**src/ilog2_pkg.sv**
```systemverilog
// Shared constants, mode codes and the sixteenths fraction table for the log2 unit.
`timescale 1ns / 1ps

package ilog2_pkg;

	localparam int unsigned OPERAND_W = 32;
	localparam int unsigned MODE_W    = 2;
	localparam int unsigned RESULT_W  = 10;
	localparam int unsigned POS_W     = $clog2(OPERAND_W);

	// Mantissa widths: 17 bits for the sqrt2 rounding test, 8 bits for the table lookup
	localparam int unsigned ROUND_MANT_W = 17;
	localparam int unsigned FRAC_MANT_W  = 8;
	localparam int unsigned FRAC_IDX_W   = FRAC_MANT_W - 1;
	localparam int unsigned FRAC_W       = 5;

	// sqrt(2) * 65536, the rounding point in the log domain
	localparam logic [ROUND_MANT_W-1:0] ROUND_POINT = 17'd92682;

	typedef enum logic [MODE_W-1:0] {
		MODE_FLOOR      = 2'd0,
		MODE_CEIL       = 2'd1,
		MODE_ROUND      = 2'd2,
		MODE_SIXTEENTHS = 2'd3
	} mode_t;

	// round(16 * log2 m) - 112 for m = 128..255, indexed by m - 128
	localparam logic [FRAC_W-1:0] FRAC_ROM [1 << FRAC_IDX_W] = '{
		5'd0,  5'd0,  5'd0,  5'd1,  5'd1,  5'd1,  5'd1,  5'd1,
		5'd1,  5'd2,  5'd2,  5'd2,  5'd2,  5'd2,  5'd2,  5'd3,
		5'd3,  5'd3,  5'd3,  5'd3,  5'd3,  5'd4,  5'd4,  5'd4,
		5'd4,  5'd4,  5'd4,  5'd4,  5'd5,  5'd5,  5'd5,  5'd5,
		5'd5,  5'd5,  5'd5,  5'd6,  5'd6,  5'd6,  5'd6,  5'd6,
		5'd6,  5'd6,  5'd7,  5'd7,  5'd7,  5'd7,  5'd7,  5'd7,
		5'd7,  5'd7,  5'd8,  5'd8,  5'd8,  5'd8,  5'd8,  5'd8,
		5'd8,  5'd9,  5'd9,  5'd9,  5'd9,  5'd9,  5'd9,  5'd9,
		5'd9,  5'd9,  5'd10, 5'd10, 5'd10, 5'd10, 5'd10, 5'd10,
		5'd10, 5'd10, 5'd11, 5'd11, 5'd11, 5'd11, 5'd11, 5'd11,
		5'd11, 5'd11, 5'd11, 5'd12, 5'd12, 5'd12, 5'd12, 5'd12,
		5'd12, 5'd12, 5'd12, 5'd12, 5'd13, 5'd13, 5'd13, 5'd13,
		5'd13, 5'd13, 5'd13, 5'd13, 5'd13, 5'd13, 5'd14, 5'd14,
		5'd14, 5'd14, 5'd14, 5'd14, 5'd14, 5'd14, 5'd14, 5'd14,
		5'd15, 5'd15, 5'd15, 5'd15, 5'd15, 5'd15, 5'd15, 5'd15,
		5'd15, 5'd15, 5'd15, 5'd16, 5'd16, 5'd16, 5'd16, 5'd16
	};

endpackage

```
**src/integer_log2_unit.sv**
```systemverilog
// Integer base-2 logarithm unit: floor, ceiling, sqrt2-rounded and sixteenths modes.
//
// Usage
//   Input channel (in_valid / in_stall) carries mode and operand_value; output channel
//   (out_valid / out_stall) carries log_result. A transfer happens on a rising edge with
//   valid high and stall low. One result leaves for every input transfer, in order.
//   out_valid rises when the result register loads an item from the input register. The
//   operand is captured in the input register, then a leading-one encoder, a normalising
//   left shift, a 128-entry fraction table and one small add feed the result register.
//   Throughput is one transfer per cycle while the receiver does not stall; the encoder
//   and shifter are combinational between the two registers.
//   When the receiver stalls, the result register holds its value and the input register
//   still takes one more transfer; in_stall rises only when both registers are full and
//   out_stall is high.
//   Operands 0 and 1 give 0 in every mode. Mode 3 results are in units of 1/16.
//   Reset (arst_n low, asynchronous) empties both registers; no data is kept.
`timescale 1ns / 1ps

module integer_log2_unit (
	input  logic                                clk,
	input  logic                                arst_n,
	input  logic                                in_valid,
	output logic                                in_stall,
	input  logic [ilog2_pkg::MODE_W-1:0]        mode,
	input  logic [ilog2_pkg::OPERAND_W-1:0]     operand_value,
	output logic                                out_valid,
	input  logic                                out_stall,
	output logic [ilog2_pkg::RESULT_W-1:0]      log_result
);

	import ilog2_pkg::*;

	logic                     valid_s1;
	mode_t                    mode_s1;
	logic [OPERAND_W-1:0]     value_s1;
	logic                     valid_s2;
	logic [RESULT_W-1:0]      log_result_s2;

	logic                     adv_s2;
	logic                     load_s1;

	logic [POS_W-1:0]         lead_pos;
	logic [OPERAND_W-1:0]     norm_value;
	logic [ROUND_MANT_W-1:0]  round_mant;
	logic [FRAC_MANT_W-1:0]   frac_mant;
	logic [FRAC_W-1:0]        frac_val;
	logic                     pow2;
	logic [RESULT_W-1:0]      floor_ext;
	logic [RESULT_W-1:0]      result_d;

	// Pipeline control: the result register moves when empty or taken
	assign adv_s2   = !valid_s2 || !out_stall;
	assign load_s1  = !valid_s1 || adv_s2;
	assign in_stall = !load_s1;

	always_ff @(posedge clk or negedge arst_n) begin
		if (!arst_n) begin
			valid_s1 <= 1'b0;
			valid_s2 <= 1'b0;
		end else begin
			if (load_s1)
				valid_s1 <= in_valid;
			if (adv_s2)
				valid_s2 <= valid_s1;
		end
	end

	// Payload registers, no reset needed
	always_ff @(posedge clk) begin
		if (load_s1 && in_valid) begin
			mode_s1  <= mode_t'(mode);
			value_s1 <= operand_value;
		end
		if (adv_s2 && valid_s1)
			log_result_s2 <= result_d;
	end

	// Leading-one position; zero for a zero operand
	always_comb begin
		lead_pos = '0;
		for (int i = 0; i < OPERAND_W; i++) begin
			if (value_s1[i])
				lead_pos = POS_W'(i);
		end
	end

	// Normalise so the leading one sits at the top bit; mantissas are the top bits
	assign norm_value = value_s1 << (POS_W'(OPERAND_W - 1) - lead_pos);
	assign round_mant = norm_value[OPERAND_W-1 -: ROUND_MANT_W];
	assign frac_mant  = norm_value[OPERAND_W-1 -: FRAC_MANT_W];
	assign frac_val   = FRAC_ROM[frac_mant[FRAC_IDX_W-1:0]];
	assign pow2       = (value_s1 & (value_s1 - OPERAND_W'(1))) == '0;
	assign floor_ext  = RESULT_W'(lead_pos);

	// Mode select; operands 0 and 1 give zero
	always_comb begin
		result_d = '0;
		if (value_s1 > OPERAND_W'(1)) begin
			case (mode_s1)
				MODE_FLOOR:
					result_d = floor_ext;
				MODE_CEIL:
					result_d = pow2 ? floor_ext : floor_ext + RESULT_W'(1);
				MODE_ROUND:
					result_d = (round_mant >= ROUND_POINT) ? floor_ext + RESULT_W'(1)
					                                       : floor_ext;
				default:
					result_d = (floor_ext << 4) + RESULT_W'(frac_val);
			endcase
		end
	end

	assign out_valid  = valid_s2;
	assign log_result = log_result_s2;

	// Stall only when both registers hold data and the receiver is holding off
	a_stall_cause: assert property (@(posedge clk) disable iff (!arst_n)
		in_stall |-> (valid_s1 && valid_s2 && out_stall))
		else $error("in_stall raised without a full, stalled pipeline");

	// A held item in the input register reaches the output on the next edge
	a_advance: assert property (@(posedge clk) disable iff (!arst_n)
		(valid_s1 && adv_s2) |=> out_valid)
		else $error("input register item lost on advance");

	// Largest result is 32 * 16
	a_range: assert property (@(posedge clk) disable iff (!arst_n)
		out_valid |-> (log_result <= RESULT_W'(512)))
		else $error("log_result out of range");

endmodule

```
**config.mk**
```make
export PLATFORM = sky130hd
export DESIGN_NAME = integer_log2_unit
export DESIGN_NICKNAME = d
export VERILOG_FILES = /design/src/ilog2_pkg.sv /design/src/integer_log2_unit.sv
export SDC_FILE = /design/constraint.sdc
export NUM_CORES = 1
export LEC_CHECK = 0
export BUFFER_PORTS_ARGS = -buffer_cell sky130_fd_sc_hd__buf_2
export CAP_MARGIN = 5
export CORE_MARGIN = 2
export CORE_UTILIZATION = 25
export CTS_CLUSTER_DIAMETER = 60
export CTS_CLUSTER_SIZE = 14
export DETAILED_ROUTE_END_ITERATION = 10
export RECOVER_POWER = 25
export SLEW_MARGIN = 20
export SYNTH_ARGS = -nofsm -noshare
export SYNTH_HDL_FRONTEND = slang
export SYNTH_SLANG_ARGS = --single-unit
```
**constraint.sdc**
```tcl
create_clock -name clk -period 10.3 [get_ports clk]
set_clock_uncertainty 0.2 [all_clocks]
set_input_delay 2.06 -clock clk [delete_from_list [all_inputs] [get_ports clk]]
set_output_delay 2.06 -clock clk [all_outputs]
set_load 0.01 [all_outputs]
```
After elaboration in Yosys (flattened, before gate mapping)
Memories as Yosys holds them, arrays and structs flattened.
Cells that the tools add are included.
{"block": "word_totals", "wordCells": 64, "in_bits": 38, "reg_bits": 46, "rom_bits": 640, "memories": 1, "out_inout_bits": 12}
{"name": "(no name shown)", "words": 128, "width": 5, "read_ports": 1, "rd_ports_with_merged_regs": 0, "wr": 0, "line_no": "integer_log2_unit.sv:91", "rtl": "assign frac_val = FRAC_ROM[frac_mant[FRAC_IDX_W-1:0]];"}
{"block": "classes", "n_eq_ne": 2, "n_addsub": 4, "n_shift": 1, "bitwise_logic": 2, "order_cmp": 3, "n_reduce_logical": 10, "n_mux": 36}
{"op": "2-to-1 mux 5 bit", "n": 32}
{"op": "AND 32 bit", "n": 1}
{"op": "greater-than comparator 32 x 1 -> 1 bit (second input constant)", "n": 1}
{"op": "zero test 32 bit", "n": 1}
{"op": "left shift 32 x 5 -> 32 bit", "n": 1}
{"op": "subtractor 32 x 1 -> 32 bit (second input constant)", "n": 1}
{"op": "one-hot mux 10 bit (3 select lines)", "n": 1}
{"op": "greater-or-equal comparator 17 bit (second input constant)", "n": 1}
{"op": "adder 9 x 5 -> 10 bit", "n": 1}
{"op": "2-to-1 mux 10 bit", "n": 1}
{"op": "greater-or-equal comparator 8 bit (second input constant)", "n": 1}
{"op": "NOT 7 -> 8 bit", "n": 1}
{"op": "adder 5 x 1 -> 6 bit (second input constant)", "n": 1}
{"op": "2-to-1 mux 6 bit", "n": 1}
{"op": "subtractor 5 bit (first input constant)", "n": 1}
{"op": "zero test 1 bit", "n": 4}
{"op": "== test 2 x 1 -> 1 bit (second input constant)", "n": 1}
{"op": "== test 2 bit (second input constant)", "n": 1}
{"op": "logical AND 1 bit", "n": 2}
{"op": "zero test 2 bit", "n": 1}
{"op": "logical OR 1 bit", "n": 2}
{"op": "2-to-1 mux 1 bit", "n": 1}

Depth between registers and ports, before layout
{"block": "depth", "depth_word": 39, "depth_mapped": 19}

Worst setup path before layout
Ideal clock, no wire load.
{"block": "synth_path", "path_kind": "input to output", "start": "input out_stall", "end": "output in_stall", "slack_ns": 5.793, "t_arrival_ns": 2.247, "path_buffers": 0, "path_stages": 2, "cell_sequence": "nand3_1 inv_1"}
{"block": "synth_via", "elab_chain_len": 4}
{"item": "from (decl)", "line_no": "integer_log2_unit.sv:27", "rtl": "input logic out_stall,"}
{"item": "zero test 1 bit", "line_no": "integer_log2_unit.sv:52", "rtl": "assign adv_s2 = !valid_s2 || !out_stall;"}
{"item": "logical OR 1 bit", "line_no": "integer_log2_unit.sv:52"}
{"item": "logical OR 1 bit", "line_no": "integer_log2_unit.sv:53", "rtl": "assign load_s1 = !valid_s1 || adv_s2;"}
{"item": "zero test 1 bit", "line_no": "integer_log2_unit.sv:54", "rtl": "assign in_stall = !load_s1;"}
{"item": "to (decl)", "line_no": "integer_log2_unit.sv:23", "rtl": "output logic in_stall,"}
Every way passes these cells.

Worst setup path in the final report
{"block": "layout_path", "start": "register value_s1[26]", "end": "register log_result_s2[8] (netlist: log_result[8]), data pin"}
{"block": "layout_via", "elab_chain_len": 14, "elab_cells_between_ends": 15}
{"item": "from (decl)", "line_no": "integer_log2_unit.sv:35", "rtl": "logic [OPERAND_W-1:0] value_s1;"}
{"item": "from (signal assigned)", "line_no": "integer_log2_unit.sv:72", "rtl": "value_s1 <= operand_value;"}
{"item": "2-to-1 mux 5 bit (6 in a row)", "line_no": "integer_log2_unit.sv:82", "rtl": "if (value_s1[i])"}
{"item": "subtractor 5 bit", "line_no": "integer_log2_unit.sv:88", "rtl": "assign norm_value = value_s1 << (POS_W'(OPERAND_W - 1) - lead_pos);"}
{"item": "left shift 32 x 5 -> 32 bit", "line_no": "integer_log2_unit.sv:88"}
{"item": "NOT 7 -> 8 bit (implied by the code)", "line_no": "integer_log2_unit.sv:91"}
{"item": "memory (128 x 5 bit)"}
{"item": "2-to-1 mux 5 bit (implied by the code) (2 in a row)", "line_no": "integer_log2_unit.sv:91"}
{"item": "adder 9 x 5 -> 10 bit", "line_no": "integer_log2_unit.sv:108", "rtl": "result_d = (floor_ext << 4) + RESULT_W'(frac_val);"}
{"item": "one-hot mux 10 bit (3 select lines)", "line_no": "integer_log2_unit.sv:99", "rtl": "case (mode_s1)"}
{"item": "to (signal assigned)", "line_no": "integer_log2_unit.sv:75", "rtl": "log_result_s2 <= result_d;"}
{"item": "to (decl)", "line_no": "integer_log2_unit.sv:37", "rtl": "logic [RESULT_W-1:0] log_result_s2;"}
Parallel ways exist; a longest one is shown, timed or not. The select of a mux whose other input is x is not followed.
A chain may end at the register's enable or synchronous reset.

==> impl_metrics.env <==
export IMPL_p_leak_nw=1.869
export IMPL_drc=0
export IMPL_drtPass1Iterations=5
export IMPL_antenna_found_initial=0
export IMPL_final_hold_viol_count=0
export IMPL_rsz0062_at_grt="no"
export IMPL_clockBufferDepth=2
export IMPL_drive_above_1_share=0.1466
export IMPL_dp_hpwl_um=12090
export IMPL_cp_arrival_ns=5.91
export IMPL_rows=50
export IMPL_min_path_type="flip-flop to flip-flop"
export IMPL_yosysSeqAreaShare=0.2849
export IMPL_viasPerCell=6.126
export IMPL_regArea_um2=1371
export IMPL_synth_warnings=0
export IMPL_postCtsHoldBufs=0
export IMPL_cts_sinks=46
export IMPL_min_delay_start="valid_s1"
export IMPL_synthCells=626
export IMPL_fin_crit_sh=0.5833
export IMPL_synth_edf_count=44
export IMPL_die_area_um2=20380
export IMPL_first_iter_violations=829
export IMPL_layout_min_cycle_time_ns=6.008
export IMPL_start_util=0.2565
export IMPL_synthDistinctLibCells=81
export IMPL_status="finished, final reports clean"
export IMPL_coreArea_um2=18770
export IMPL_cts_resized_gates=0
export IMPL_nFillCells=2033
export IMPL_grt_max_degree=37
export IMPL_routabilityCongestion=0.9272
export IMPL_fin_util=0.2867
export IMPL_num_vias=5360
export IMPL_critPathLaunch="value_s1[26]"
export IMPL_num_antenna_cells=0
export IMPL_hold_end="out_valid"
export IMPL_synth_flop_cell="edfxtp_1"
export IMPL_r2r_setup_slack_ns=4.29
export IMPL_path_cells="nor2_1, o31ai_1, a311o_1, nand2_1, inv_2, mux2_2, nor2_1, nor3_1, o32ai_2, nor2_1, nand3_1, nor2_1, ha_1, ha_1, a221oi_1"
export IMPL_wire_per_inst_um=18.82
export IMPL_criticalPathCategory="flip-flop to flip-flop"
export IMPL_post_cts_setup_buffers=0
export IMPL_overflow=0
export IMPL_final_max_slew_viol_count=0
export IMPL_cts_root_buffer="clkbuf_16"
export IMPL_relSlewSlack=0.3034
export IMPL_max_cap_violations=0
export IMPL_htreeDepth=2
export IMPL_multi_input_area_um2=3178
export IMPL_fp_dieH_um=142.8
export IMPL_crit_path_end_kind="flip-flop"
export IMPL_crit_fanout=24
export IMPL_synth_fp_nets=667
export IMPL_grt_pass1_wl_um=26350
export IMPL_io_pins=50
export IMPL_synth_ff_latch_count=46
export IMPL_cts_tree="done"
export IMPL_p_per_area_nw_per_um2=111.4
export IMPL_r2r_start="value_s1[26]"
export IMPL_syn_area_um2=4813
export IMPL_reg2reg_to="log_result[8]"
export IMPL_numCtsBuffers=5
export IMPL_cpPeakStageDelay_ns=0.86
export IMPL_synthArstFlopShare=0.04348
export IMPL_drt_antenna_violating_nets=0
export IMPL_clk_insertion_delay_late_ns=0.29
export IMPL_dieWidth_um=142.8
export IMPL_tns_ns=0
export IMPL_grt_pass1_vias=4819
export IMPL_tightest_slew_ns=1.045
export IMPL_area_delta_synth_final_pct=11.80
export IMPL_wl_um=16470
export IMPL_start_kind="flip-flop"
export IMPL_finalSetupViolations=0
export IMPL_reg2reg_depth=15
export IMPL_clkSlewWorstSetupHoldPaths_ns=0.06
export IMPL_ir_worst_vdd_uv=73.80
export IMPL_critPathRequiredTime_ns=10.20
export IMPL_cpMaxStageDelayCell="o32ai_2"
export IMPL_hold_depth=1
export IMPL_avgSynthCellArea_um2=7.689
export IMPL_layout_nets=681
export IMPL_cp_common_cell="nor2_1"
export IMPL_groute_usage_overall=0.1608
export IMPL_max_freq_ghz=0.1664
export IMPL_port_buffers=49
[flip-flops by register name, summed over array words and instances (netlist names)]
signal,count
value_s1,32
log_result,10
mode_s1,2
out_valid,1
valid_s1,1
[cells in the final DEF (no fill, tap or decap), types with 10 or more instances in the layout]
cell type  instances
o221ai_1          11
o21ai_0           42
nor4_1            15
a21oi_1           25
o211ai_1          12
nor3_1            24
nor2_1            55
nand2_1           64
inv_1             13
buf_4             14
o22ai_1           10
nand3_1           46
edfxtp_1          44
buf_2             48
[power breakdown]
group | leakage [nW] | switching, W | internal [W]
Combinational | 1.36 | 0.000124 | 0.0000757
Clock | 0.0683 | 0.0000659 | 0.0000887
Sequential | 0.444 | 0.0000227 | 0.000223
[critical path, delay by kind of cell (launching register included)]
family / cells / cell delay (ns)
compound gates: 4 / 2.45
fa+ha+maj: 2 / 0.44
buf+inv: 1 / 0.44
simple gates: 7 / 1.28
flops: 1 / 0.58
mux: 1 / 0.41
[synth_stat cells, types with 5 or more instances]
library cell | count | share of area
o22ai_1 | 10 | 0.013
o211ai_1 | 12 | 0.019
mux2_2 | 8 | 0.019
edfxtp_1 | 44 | 0.27
clkbuf_1 | 46 | 0.036
a31oi_1 | 9 | 0.012
o21bai_1 | 7 | 0.011
a21o_1 | 6 | 0.0094
nor3_1 | 24 | 0.025
or4_1 | 6 | 0.0094
nand2b_1 | 5 | 0.0065
mux2i_1 | 8 | 0.017
o221ai_1 | 12 | 0.022
nor4_1 | 16 | 0.021
and2_1 | 9 | 0.012
o21a_1 | 7 | 0.011
nand3_1 | 46 | 0.048
o21ai_1 | 5 | 0.0052
a211oi_1 | 9 | 0.014
inv_1 | 13 | 0.010
a311oi_1 | 6 | 0.011
nor2_1 | 55 | 0.043
or3_1 | 6 | 0.0078
a221oi_1 | 6 | 0.011
a22oi_1 | 7 | 0.011
nand4_1 | 9 | 0.012
o31ai_1 | 6 | 0.0094
nand2_1 | 64 | 0.050
a21oi_1 | 25 | 0.026
o21ai_0 | 42 | 0.044
[per-layer routing]
metal	wire, um	share of wire	track usage	vias to the layer above
met3	1337	0.081	0.01911	61
met1	7010	0.43	0.2196	2503
met2	7268	0.44	0.2490	315
met4	855	0.052	0.08442	0
met5	0	0	0	-
li1	-	-	-	2481
[worst max-delay path by stage]
stage,slack [ns],to,depth (start not counted)
detailed placement,4.26,log_result[6],16
floorplan,5.79,in_stall,2
CTS,4.28,log_result[8],15
global placement,4.36,log_result[6],16
finish,4.29,log_result[8],15
global route,3.72,log_result[8],15
[through the flow]
| step | setup WS (ns) | hold WS, ns | total power (W) | area, um^2 | std cells |
|---|---|---|---|---|---|
| 3_5_place_dp | 4.265 | 0.2808 | 0.0004429 | 5238 | 866 |
| 3_3_place_gp | 4.358 | 0.2631 | 0.0004431 | 5238 | 866 |
| 4_1_cts | 4.282 | 0.2931 | 0.0005982 | 5375 | 874 |
| 2_1_floorplan | 5.793 | 0.2434 | 0.0003861 | 4813 | 626 |
| 6_report | 4.292 | 0.2856 | 0.0005995 | 5381 | 875 |
| 5_1_grt | 3.725 | 0.3278 | 0.0006314 | 5381 | 875 |
[cell families (layout without fill, tap and decap cells)]
group / Yosys count / in the layout / share of synthesized area
AO/OA/AOI/OAI: 219 / 219 / 0.3239
flip-flops: 46 / 46 / 0.2849
buffers and inverters: 70 / 85 / 0.05823
AND/OR/NAND/NOR: 267 / 267 / 0.2800
multiplexers: 16 / 16 / 0.03535
adder cells (fa/ha/maj): 6 / 6 / 0.01404
XOR/XNOR: 2 / 2 / 0.003640
[area by class of cell]
class | count | area share
flip-flops and latches | 46 | 0.2548
clock inverters | 2 | 0.001628
inverters | 14 | 0.009765
clock buffers | 6 | 0.02395
well taps | 234 | 0.05441
repair buffers | 63 | 0.06487
multi-input cells | 510 | 0.5906
No activity file was read; power rests on OpenSTA's default activity.
